<file path="config.mk">
export PLATFORM = sky130hd
export DESIGN_NAME = sprite_xor_framebuffer_core
export DESIGN_NICKNAME = d
export VERILOG_FILES = /design/src/rtl/sxf_pkg.sv /design/src/rtl/sprite_xor_framebuffer_core.sv /design/src/rtl/sxf_wrap.sv /design/src/rtl/sxf_frame_mem.sv
export SDC_FILE = /design/constraint.sdc
export NUM_CORES = 2
export LEC_CHECK = 0
export ABC_AREA = 1
export BUFFER_PORTS_ARGS = -buffer_cell sky130_fd_sc_hd__buf_2
export CORE_MARGIN = 1
export CORE_UTILIZATION = 35
export DETAILED_ROUTE_END_ITERATION = 8
export PLACE_DENSITY = 0.48
export SLEW_MARGIN = 20
export SYNTH_ARGS = -nofsm -noshare
export SYNTH_HDL_FRONTEND = slang
export SYNTH_SLANG_ARGS = --single-unit
</file>
<file path="constraint.sdc">
create_clock -name i_clk -period 7.7 [get_ports i_clk]
set_input_delay 1.54 -clock i_clk [delete_from_list [all_inputs] [get_ports i_clk]]
set_output_delay 1.54 -clock i_clk [all_outputs]
set_load 0.005 [all_outputs]
</file>
<file path="src/rtl/sxf_pkg.sv">
package sxf_pkg;

    // Item kinds
    localparam logic [1:0] KIND_CLEAR = 2'd0;
    localparam logic [1:0] KIND_DRAW  = 2'd1;
    localparam logic [1:0] KIND_READ  = 2'd2;

    // Pixels in one sprite row
    localparam int SPRITE_BITS = 8;

    // Frame memory control from the sequencer
    typedef struct packed {
        logic rd_en;    // read one row, data next cycle
        logic wr_en;    // write one row back
        logic clr_all;  // blank the whole frame
    } t_mem_ctl;

endpackage

</file>
<file path="src/rtl/sprite_xor_framebuffer_core.sv">
// XOR sprite framebuffer, monochrome, SCREEN_WIDTH x SCREEN_HEIGHT pixels.
// Input channel (i_in_valid / o_in_ready) carries one word per item: clear
// screen, draw one 8-pixel sprite row at (x, y + sprite line), or read one
// pixel. Coordinates wrap modulo the screen size. Output channel
// (o_out_valid / i_out_ready) returns exactly one word per item: the
// collision flag after the item and, for a read, the pixel value.
// A draw is a read-modify-write of one frame row: the row is read from the
// frame memory at acceptance and is available in the next cycle; the XOR,
// collision check and write-back happen once the output register is free.
// A read only reads its row. No new item is taken until the current one
// finishes. A clear drops the per-row valid bits.
// Results go into an output register, so the next item may be accepted
// while a result waits. If the receiver stalls with a result still held,
// the next item waits in S_EXEC and no new item is taken.
// Reset blanks the frame (all rows read as zero) and clears the collision
// flag; the block is ready once reset is released.
module sprite_xor_framebuffer_core #(
    parameter int SCREEN_WIDTH  = 64,
    parameter int SCREEN_HEIGHT = 32
) (
    input  logic       i_clk,
    input  logic       i_rst_n,
    input  logic       i_in_valid,
    output logic       o_in_ready,
    input  logic [1:0] i_kind,
    input  logic [7:0] i_x_pos,
    input  logic [7:0] i_y_pos,
    input  logic [3:0] i_sprite_line,
    input  logic [7:0] i_sprite_byte,
    input  logic       i_first_row,
    output logic       o_out_valid,
    input  logic       i_out_ready,
    output logic       o_collision,
    output logic       o_pixel_on
);

    localparam int RW = $clog2(SCREEN_HEIGHT);
    localparam int CW = $clog2(SCREEN_WIDTH);

    typedef enum logic {
        S_IDLE,
        S_EXEC
    } t_state;

    t_state                r_state;
    logic [1:0]            r_kind;
    logic                  r_first;
    logic [RW-1:0]         r_row;
    logic [CW-1:0]         r_col;
    logic [SCREEN_WIDTH-1:0] r_mask;
    logic                  r_coll;
    logic                  r_out_valid;
    logic                  r_out_coll;
    logic                  r_out_pix;

    logic [RW-1:0]           draw_row;
    logic [RW-1:0]           read_row;
    logic [CW-1:0]           read_col;
    logic [SCREEN_WIDTH-1:0] draw_mask;
    logic [SCREEN_WIDTH-1:0] rd_data;
    logic [RW-1:0]           rd_addr;
    sxf_pkg::t_mem_ctl       mem_ctl;
    logic                    in_acc;
    logic                    done;
    logic                    n_coll;
    logic                    n_pix;

    sxf_wrap #(
        .SCREEN_WIDTH (SCREEN_WIDTH),
        .SCREEN_HEIGHT(SCREEN_HEIGHT)
    ) u_wrap (
        .i_x_pos      (i_x_pos),
        .i_y_pos      (i_y_pos),
        .i_sprite_line(i_sprite_line),
        .i_sprite_byte(i_sprite_byte),
        .o_draw_row   (draw_row),
        .o_read_row   (read_row),
        .o_read_col   (read_col),
        .o_draw_mask  (draw_mask)
    );

    sxf_frame_mem #(
        .ROWS(SCREEN_HEIGHT),
        .COLS(SCREEN_WIDTH)
    ) u_mem (
        .i_clk    (i_clk),
        .i_rst_n  (i_rst_n),
        .i_ctl    (mem_ctl),
        .i_rd_addr(rd_addr),
        .i_wr_addr(r_row),
        .i_wr_data(rd_data ^ r_mask),
        .o_rd_data(rd_data)
    );

    // Handshake and memory control
    assign o_in_ready = (r_state == S_IDLE);
    assign in_acc     = i_in_valid && o_in_ready;
    assign done       = (r_state == S_EXEC) && (!r_out_valid || i_out_ready);
    assign rd_addr    = (i_kind == sxf_pkg::KIND_READ) ? read_row : draw_row;

    always_comb begin
        mem_ctl.rd_en   = in_acc;
        mem_ctl.clr_all = in_acc && (i_kind == sxf_pkg::KIND_CLEAR);
        mem_ctl.wr_en   = done && (r_kind == sxf_pkg::KIND_DRAW);
    end

    // Result of the item in S_EXEC
    always_comb begin
        n_coll = r_coll;
        n_pix  = 1'b0;
        unique case (r_kind)
            sxf_pkg::KIND_DRAW: begin
                n_coll = (r_coll && !r_first) || ((rd_data & r_mask) != '0);
            end
            sxf_pkg::KIND_READ: begin
                n_pix = rd_data[r_col];
            end
            default: begin
                n_pix = 1'b0;
            end
        endcase
    end

    // Sequencer, item registers and output register
    always_ff @(posedge i_clk) begin
        if (!i_rst_n) begin
            r_state     <= S_IDLE;
            r_coll      <= 1'b0;
            r_out_valid <= 1'b0;
        end else begin
            unique case (r_state)
                S_IDLE: begin
                    if (in_acc) begin
                        r_kind  <= i_kind;
                        r_first <= i_first_row;
                        r_row   <= draw_row;
                        r_col   <= read_col;
                        r_mask  <= draw_mask;
                        r_state <= S_EXEC;
                    end
                end
                S_EXEC: begin
                    if (done) begin
                        r_coll     <= n_coll;
                        r_out_coll <= n_coll;
                        r_out_pix  <= n_pix;
                        r_state    <= S_IDLE;
                    end
                end
                default: begin
                    r_state <= S_IDLE;
                end
            endcase
            // Output word: loaded when an item finishes, dropped when taken
            if (done) begin
                r_out_valid <= 1'b1;
            end else if (o_out_valid && i_out_ready) begin
                r_out_valid <= 1'b0;
            end
        end
    end

    assign o_out_valid = r_out_valid;
    assign o_collision = r_out_coll;
    assign o_pixel_on  = r_out_pix;

endmodule

</file>
<file path="src/rtl/sxf_wrap.sv">
// Coordinate wrap: row addresses and the 8-pixel column mask of a draw,
// column of a read. All wrapping is modulo the screen size.
module sxf_wrap #(
    parameter int SCREEN_WIDTH  = 64,
    parameter int SCREEN_HEIGHT = 32
) (
    input  logic [7:0]                       i_x_pos,
    input  logic [7:0]                       i_y_pos,
    input  logic [3:0]                       i_sprite_line,
    input  logic [7:0]                       i_sprite_byte,
    output logic [$clog2(SCREEN_HEIGHT)-1:0] o_draw_row,
    output logic [$clog2(SCREEN_HEIGHT)-1:0] o_read_row,
    output logic [$clog2(SCREEN_WIDTH)-1:0]  o_read_col,
    output logic [SCREEN_WIDTH-1:0]          o_draw_mask
);

    localparam int RW = $clog2(SCREEN_HEIGHT);
    localparam int CW = $clog2(SCREEN_WIDTH);
    localparam int SPRITE_BITS_L = sxf_pkg::SPRITE_BITS;

    localparam logic [RW+1:0] HEIGHT_V = (RW+2)'(SCREEN_HEIGHT);
    localparam logic [CW:0]   WIDTH_V  = (CW+1)'(SCREEN_WIDTH);

    typedef logic [RW-1:0] t_row_tab [256];
    typedef logic [CW-1:0] t_col_tab [256];

    // Constant tables of byte value modulo the screen size
    function automatic t_row_tab f_row_tab();
        t_row_tab tab;
        for (int v = 0; v < 256; v++) begin
            tab[v] = RW'(v % SCREEN_HEIGHT);
        end
        return tab;
    endfunction

    function automatic t_col_tab f_col_tab();
        t_col_tab tab;
        for (int v = 0; v < 256; v++) begin
            tab[v] = CW'(v % SCREEN_WIDTH);
        end
        return tab;
    endfunction

    localparam t_row_tab ROW_TAB = f_row_tab();
    localparam t_col_tab COL_TAB = f_col_tab();

    logic [RW-1:0] y_wrap;
    logic [CW-1:0] x_wrap;
    logic [RW+1:0] row_sum;
    logic [RW+1:0] row_s1;
    logic [RW+1:0] row_s2;
    logic [CW:0]   col_sum [SPRITE_BITS_L];

    assign y_wrap     = ROW_TAB[i_y_pos];
    assign x_wrap     = COL_TAB[i_x_pos];
    assign o_read_row = y_wrap;
    assign o_read_col = x_wrap;

    // Row of a draw: wrapped start row plus index stays below three heights
    always_comb begin
        row_sum = {2'b00, y_wrap} + (RW+2)'(i_sprite_line);
        row_s1  = (row_sum >= HEIGHT_V) ? row_sum - HEIGHT_V : row_sum;
        row_s2  = (row_s1 >= HEIGHT_V) ? row_s1 - HEIGHT_V : row_s1;
    end

    assign o_draw_row = row_s2[RW-1:0];

    // Column mask; the width is at least eight, so one subtract wraps
    always_comb begin
        o_draw_mask = '0;
        for (int i = 0; i < SPRITE_BITS_L; i++) begin
            col_sum[i] = {1'b0, x_wrap} + (CW+1)'(i);
            if (col_sum[i] >= WIDTH_V) begin
                col_sum[i] = col_sum[i] - WIDTH_V;
            end
            if (i_sprite_byte[SPRITE_BITS_L-1-i]) begin
                o_draw_mask[col_sum[i][CW-1:0]] = 1'b1;
            end
        end
    end

endmodule

</file>
<file path="src/rtl/sxf_frame_mem.sv">
// Frame store: one row per entry, registered read, one write port.
// Per-row valid bits make a blanked row read as zero.
module sxf_frame_mem #(
    parameter int ROWS = 32,
    parameter int COLS = 64
) (
    input  logic                    i_clk,
    input  logic                    i_rst_n,
    input  sxf_pkg::t_mem_ctl       i_ctl,
    input  logic [$clog2(ROWS)-1:0] i_rd_addr,
    input  logic [$clog2(ROWS)-1:0] i_wr_addr,
    input  logic [COLS-1:0]         i_wr_data,
    output logic [COLS-1:0]         o_rd_data
);

    logic [COLS-1:0] r_mem [ROWS];
    logic [COLS-1:0] r_rd_data;
    logic [ROWS-1:0] r_row_ok;
    logic            r_rd_ok;

    // Storage array
    always_ff @(posedge i_clk) begin
        if (i_ctl.wr_en) begin
            r_mem[i_wr_addr] <= i_wr_data;
        end
        if (i_ctl.rd_en) begin
            r_rd_data <= r_mem[i_rd_addr];
        end
    end

    // Row valid bits; reset and clear blank the frame at once
    always_ff @(posedge i_clk) begin
        if (!i_rst_n) begin
            r_row_ok <= '0;
            r_rd_ok  <= 1'b0;
        end else begin
            if (i_ctl.clr_all) begin
                r_row_ok <= '0;
            end else if (i_ctl.wr_en) begin
                r_row_ok[i_wr_addr] <= 1'b1;
            end
            if (i_ctl.rd_en) begin
                r_rd_ok <= r_row_ok[i_rd_addr];
            end
        end
    end

    assign o_rd_data = r_rd_ok ? r_rd_data : '0;

endmodule

</file>
==> flow_summary_export.csv <==
group,metric,value,unit
sta,rsz0062_at_grt,"false",
clocking,cts_buffer_depth,3,
floorplan,die_h,517,µm
clocking,cts_tree,"yes",
routing,final_antenna_net_count,0,
logic_synthesis,synth-edff-count,2192,
global_route,grt_use_total,23.4,%
worst_setup_path,worstRegToRegCells,6,
logic_synthesis,synth_cell_types,42,
floorplan,row_count,188,
min_path,min_from,"u_mem.r_row_ok[21]$_SDFFE_PP0P_",
worst_setup_path,r2r_slack,3.93,ns
worst_setup_path,path_common_cell,"nand2_1",
run,maxCapViolations,0,
clocking,cts_inserted_buffers,229,
sta,slew_headroom,22.7,%
layout,layout_commonest_cell,"edfxtp_1",
layout,final.fill_count,25064,
logic_synthesis,synthArstFlopShare,0,%
worst_setup_path,crit_arrival,5.21,ns
sta,worst_pin_slew,1.16,ns
global_route,grt_max_degree,187,
logic_synthesis,syn_avg_cell_area,11.9,µm²
placement,place_congestion,0.915,
sta,fmax,0.223,GHz
layout,drive_gt1_share,7.43,%
sta,maxSlewViolCount,0,
layout,layout_common_cells,"2192 x edfxtp_1, 1319 x nand2_1, 1065 x nor2_1, 788 x nand3_1, 698 x o21ai_0",
global_route,antenna_found_initial,15,
clocking,hold_buffers,0,
floorplan,io_pins,39,
sta,fin_crit_sh,58.2,%
min_path,hold_end,"u_mem.r_row_ok[21]$_SDFFE_PP0P_",
logic_synthesis,ys_seq_area_share,71.6,%
layout,fin_cells,11464,
clocking,cts.clk_slew.worst_paths,0.06,ns
worst_setup_path,slowest_delay,0.78,ns
logic_synthesis,ys_warn_count,0,
placement,port_buffers,33,
worst_setup_path,r2r_end,"u_mem.r_mem[21][61]$_DFFE_PP_",
layout,multi_input_area,0.0238,mm²
routing,first_pass_iters,6,
clocking,clk_latency,0.88,ns
worst_setup_path,path_class,"in -> reg",
worst_setup_path,crit_required,8.43,ns
routing,via_per_inst,5.49,
min_path,min_path_cells,2,
logic_synthesis,syn_area,0.0930,mm²
worst_setup_path,rr_startpoint,"r_kind[1]$_DFFE_PP_",
floorplan,start_util,35.3,%
worst_setup_path,cp-end-kind,"flop",
power_and_ir_drop,p_leak,34.9,nW
clocking,post_cts_buffers,0,
clocking,cts_resized,0,
power_and_ir_drop,cellPowerDensity,272,mW/mm²
worst_setup_path,critPathSlowestCell,"inv_4",
run_status,outcome,"finished, final reports clean",
clocking,h-tree-depth,4,
worst_setup_path,cp_cell_sequence,"buf_2, ha_1, fa_1, nand3_1, nand2_1, xor2_1, nand2_1, nand2_4, inv_4, buf_4, nand3_1, nand2_1",
min_path,hold_class,"reg -> reg",
global_route,grt_pass1_vias,59191,
logic_synthesis,synth_top_flop_cell,"edfxtp_1",
clocking,cts_root_buf,"clkbuf_16",
global_route,gr-total-overflow,0,
layout,syn_to_final_growth,12.8,%
power_and_ir_drop,irDropWorstVdd,0.238,mV
sta,setup_viol_count_final,0,
sta,period_needed,4.48,ns
layout,regArea,0.0665,mm²
worst_setup_path,path_max_fanout,32,
layout,fin_util,39.8,%
floorplan,die_area,0.268,mm²
routing,drtIter0Drc,7078,
floorplan,core-area,0.263,mm²
routing,drt_wl_total,318000,µm
placement,dpl.cell_count,11037,
global_route,grt_pass1_wl,448000,µm
layout,final_nets,7862,
logic_synthesis,syn_inst,7839,
worst_setup_path,worstSetupStartpointType,"input pin",
clocking,cts_sinks,2228,
sta,timing.setup.tns,0,ns
routing,avgRoutedWirePerCell,27.7,µm
floorplan,die_w,517,µm
placement,dpl.hpwl,164000,µm
logic_synthesis,synthesis.nets,7947,
routing,vias,62966,
logic_synthesis,yosys_register_bits,2228,
sta,final_hold_viol_count,0,
sta,skew,0.0565,ns
routing,drc,0,
==> area by class of cell <==
cell class | instances | area share, %
Tap cell | 3515 | 4.19
Antenna cell | 4 | 0.00955
Timing Repair Buffer | 158 | 1.78
Multi-Input combinational cell | 4892 | 22.7
Sequential cell | 2228 | 63.5
Clock buffer | 283 | 5.76
Clock inverter | 139 | 1.19
Inverter | 245 | 0.887
==> cell families (layout without fill, tap and decap cells) <==
| kind of cell | after synthesis | after routing | synth area share, % |
|---|---|---|---|
| buf+inv | 719 | 825 | 3.19 |
| xor+xnor | 22 | 22 | 0.288 |
| flops | 2228 | 2228 | 71.6 |
| simple gates | 3341 | 3341 | 15.0 |
| other cells | 0 | 4 | 0 |
| fa+ha+maj | 73 | 73 | 0.991 |
| compound gates | 1456 | 1456 | 8.99 |
==> synth_stat cells (all sizes together), types with 8 or more instances <==
cell type | n | area [µm²]
nor2 | 1103 | 4170
a21oi | 16 | 98.9
nor3 | 63 | 332
nand4 | 20 | 125
nand3b | 8 | 60.1
dfxtp | 36 | 721
nand2 | 1328 | 5020
buf | 210 | 1050
o211ai | 210 | 1580
o22ai | 407 | 2550
o21ai | 821 | 4120
nor4 | 18 | 113
inv | 241 | 905
xor2 | 21 | 259
nand3 | 800 | 4070
clkbuf | 264 | 991
ha | 72 | 901
edfxtp | 2192 | 65800
==> worst max-delay path by stage <==
stage | end | start | slack, ns
floorplan | r_col[0]$_DFFE_PP_ | i_rst_n | 0.20
global route | u_mem.r_rd_data[2]$_DFFE_PP_ | i_y_pos[0] | 3.19
finish | u_mem.r_rd_data[2]$_DFFE_PP_ | i_y_pos[0] | 3.22
detailed placement | u_mem.r_rd_data[2]$_DFFE_PP_ | i_y_pos[0] | 2.38
global placement | u_mem.r_rd_data[54]$_DFFE_PP_ | i_y_pos[0] | 2.24
CTS | u_mem.r_rd_data[2]$_DFFE_PP_ | i_y_pos[0] | 3.32
==> through the flow <==
| step | area, µm² | setup WS (ns) | power (mW) | hold WS, ns |
|---|---|---|---|---|
| after floorplan | 93000 | 0.199 | 16.4 | 0.441 |
| after global placement | 97400 | 2.24 | 17.8 | 0.449 |
| after detailed placement | 97500 | 2.38 | 17.9 | 0.458 |
| after CTS | 105000 | 3.32 | 28.7 | 0.472 |
| after global routing | 105000 | 3.19 | 29.5 | 0.487 |
| final | 105000 | 3.22 | 28.5 | 0.468 |
==> flip-flops by register name, indices dropped and copies added, names as in the netlist <==
signal,count
r_first,1
u_mem.r_rd_data,64
o_out_valid,1
o_pixel_on,1
u_mem.r_rd_ok,1
r_state,1
u_mem.r_row_ok,32
r_mask,64
o_collision,1
r_coll,1
r_row,5
u_mem.r_mem,2048
r_col,6
r_kind,2
==> worst max-delay path: cells and delay by family <==
kind                     cells  cell delay, ns
buffers and inverters        3            1.51
AND/OR/NAND/NOR              6            1.09
adder cells (fa/ha/maj)      2            0.69
XOR/XNOR                     1            0.16
==> metal layers <==
metal	global-route usage, %	part of all wire [%]	up-vias
met3	2.82	6.0	430
met5	0	0	-
met2	37.7	47	2200
li1	-	-	28303
met1	33.4	45	32033
met4	5.89	2.5	0
==> report_power, final <==
part | switching, mW | total, mW | leakage, nW | internal [mW]
registers | 0.127 | 13.9 | 20.0 | 13.8
logic | 2.79 | 3.72 | 11.3 | 0.927
clock network | 4.83 | 10.9 | 3.55 | 6.04
Note: power is estimated with default switching activity, not from simulation.
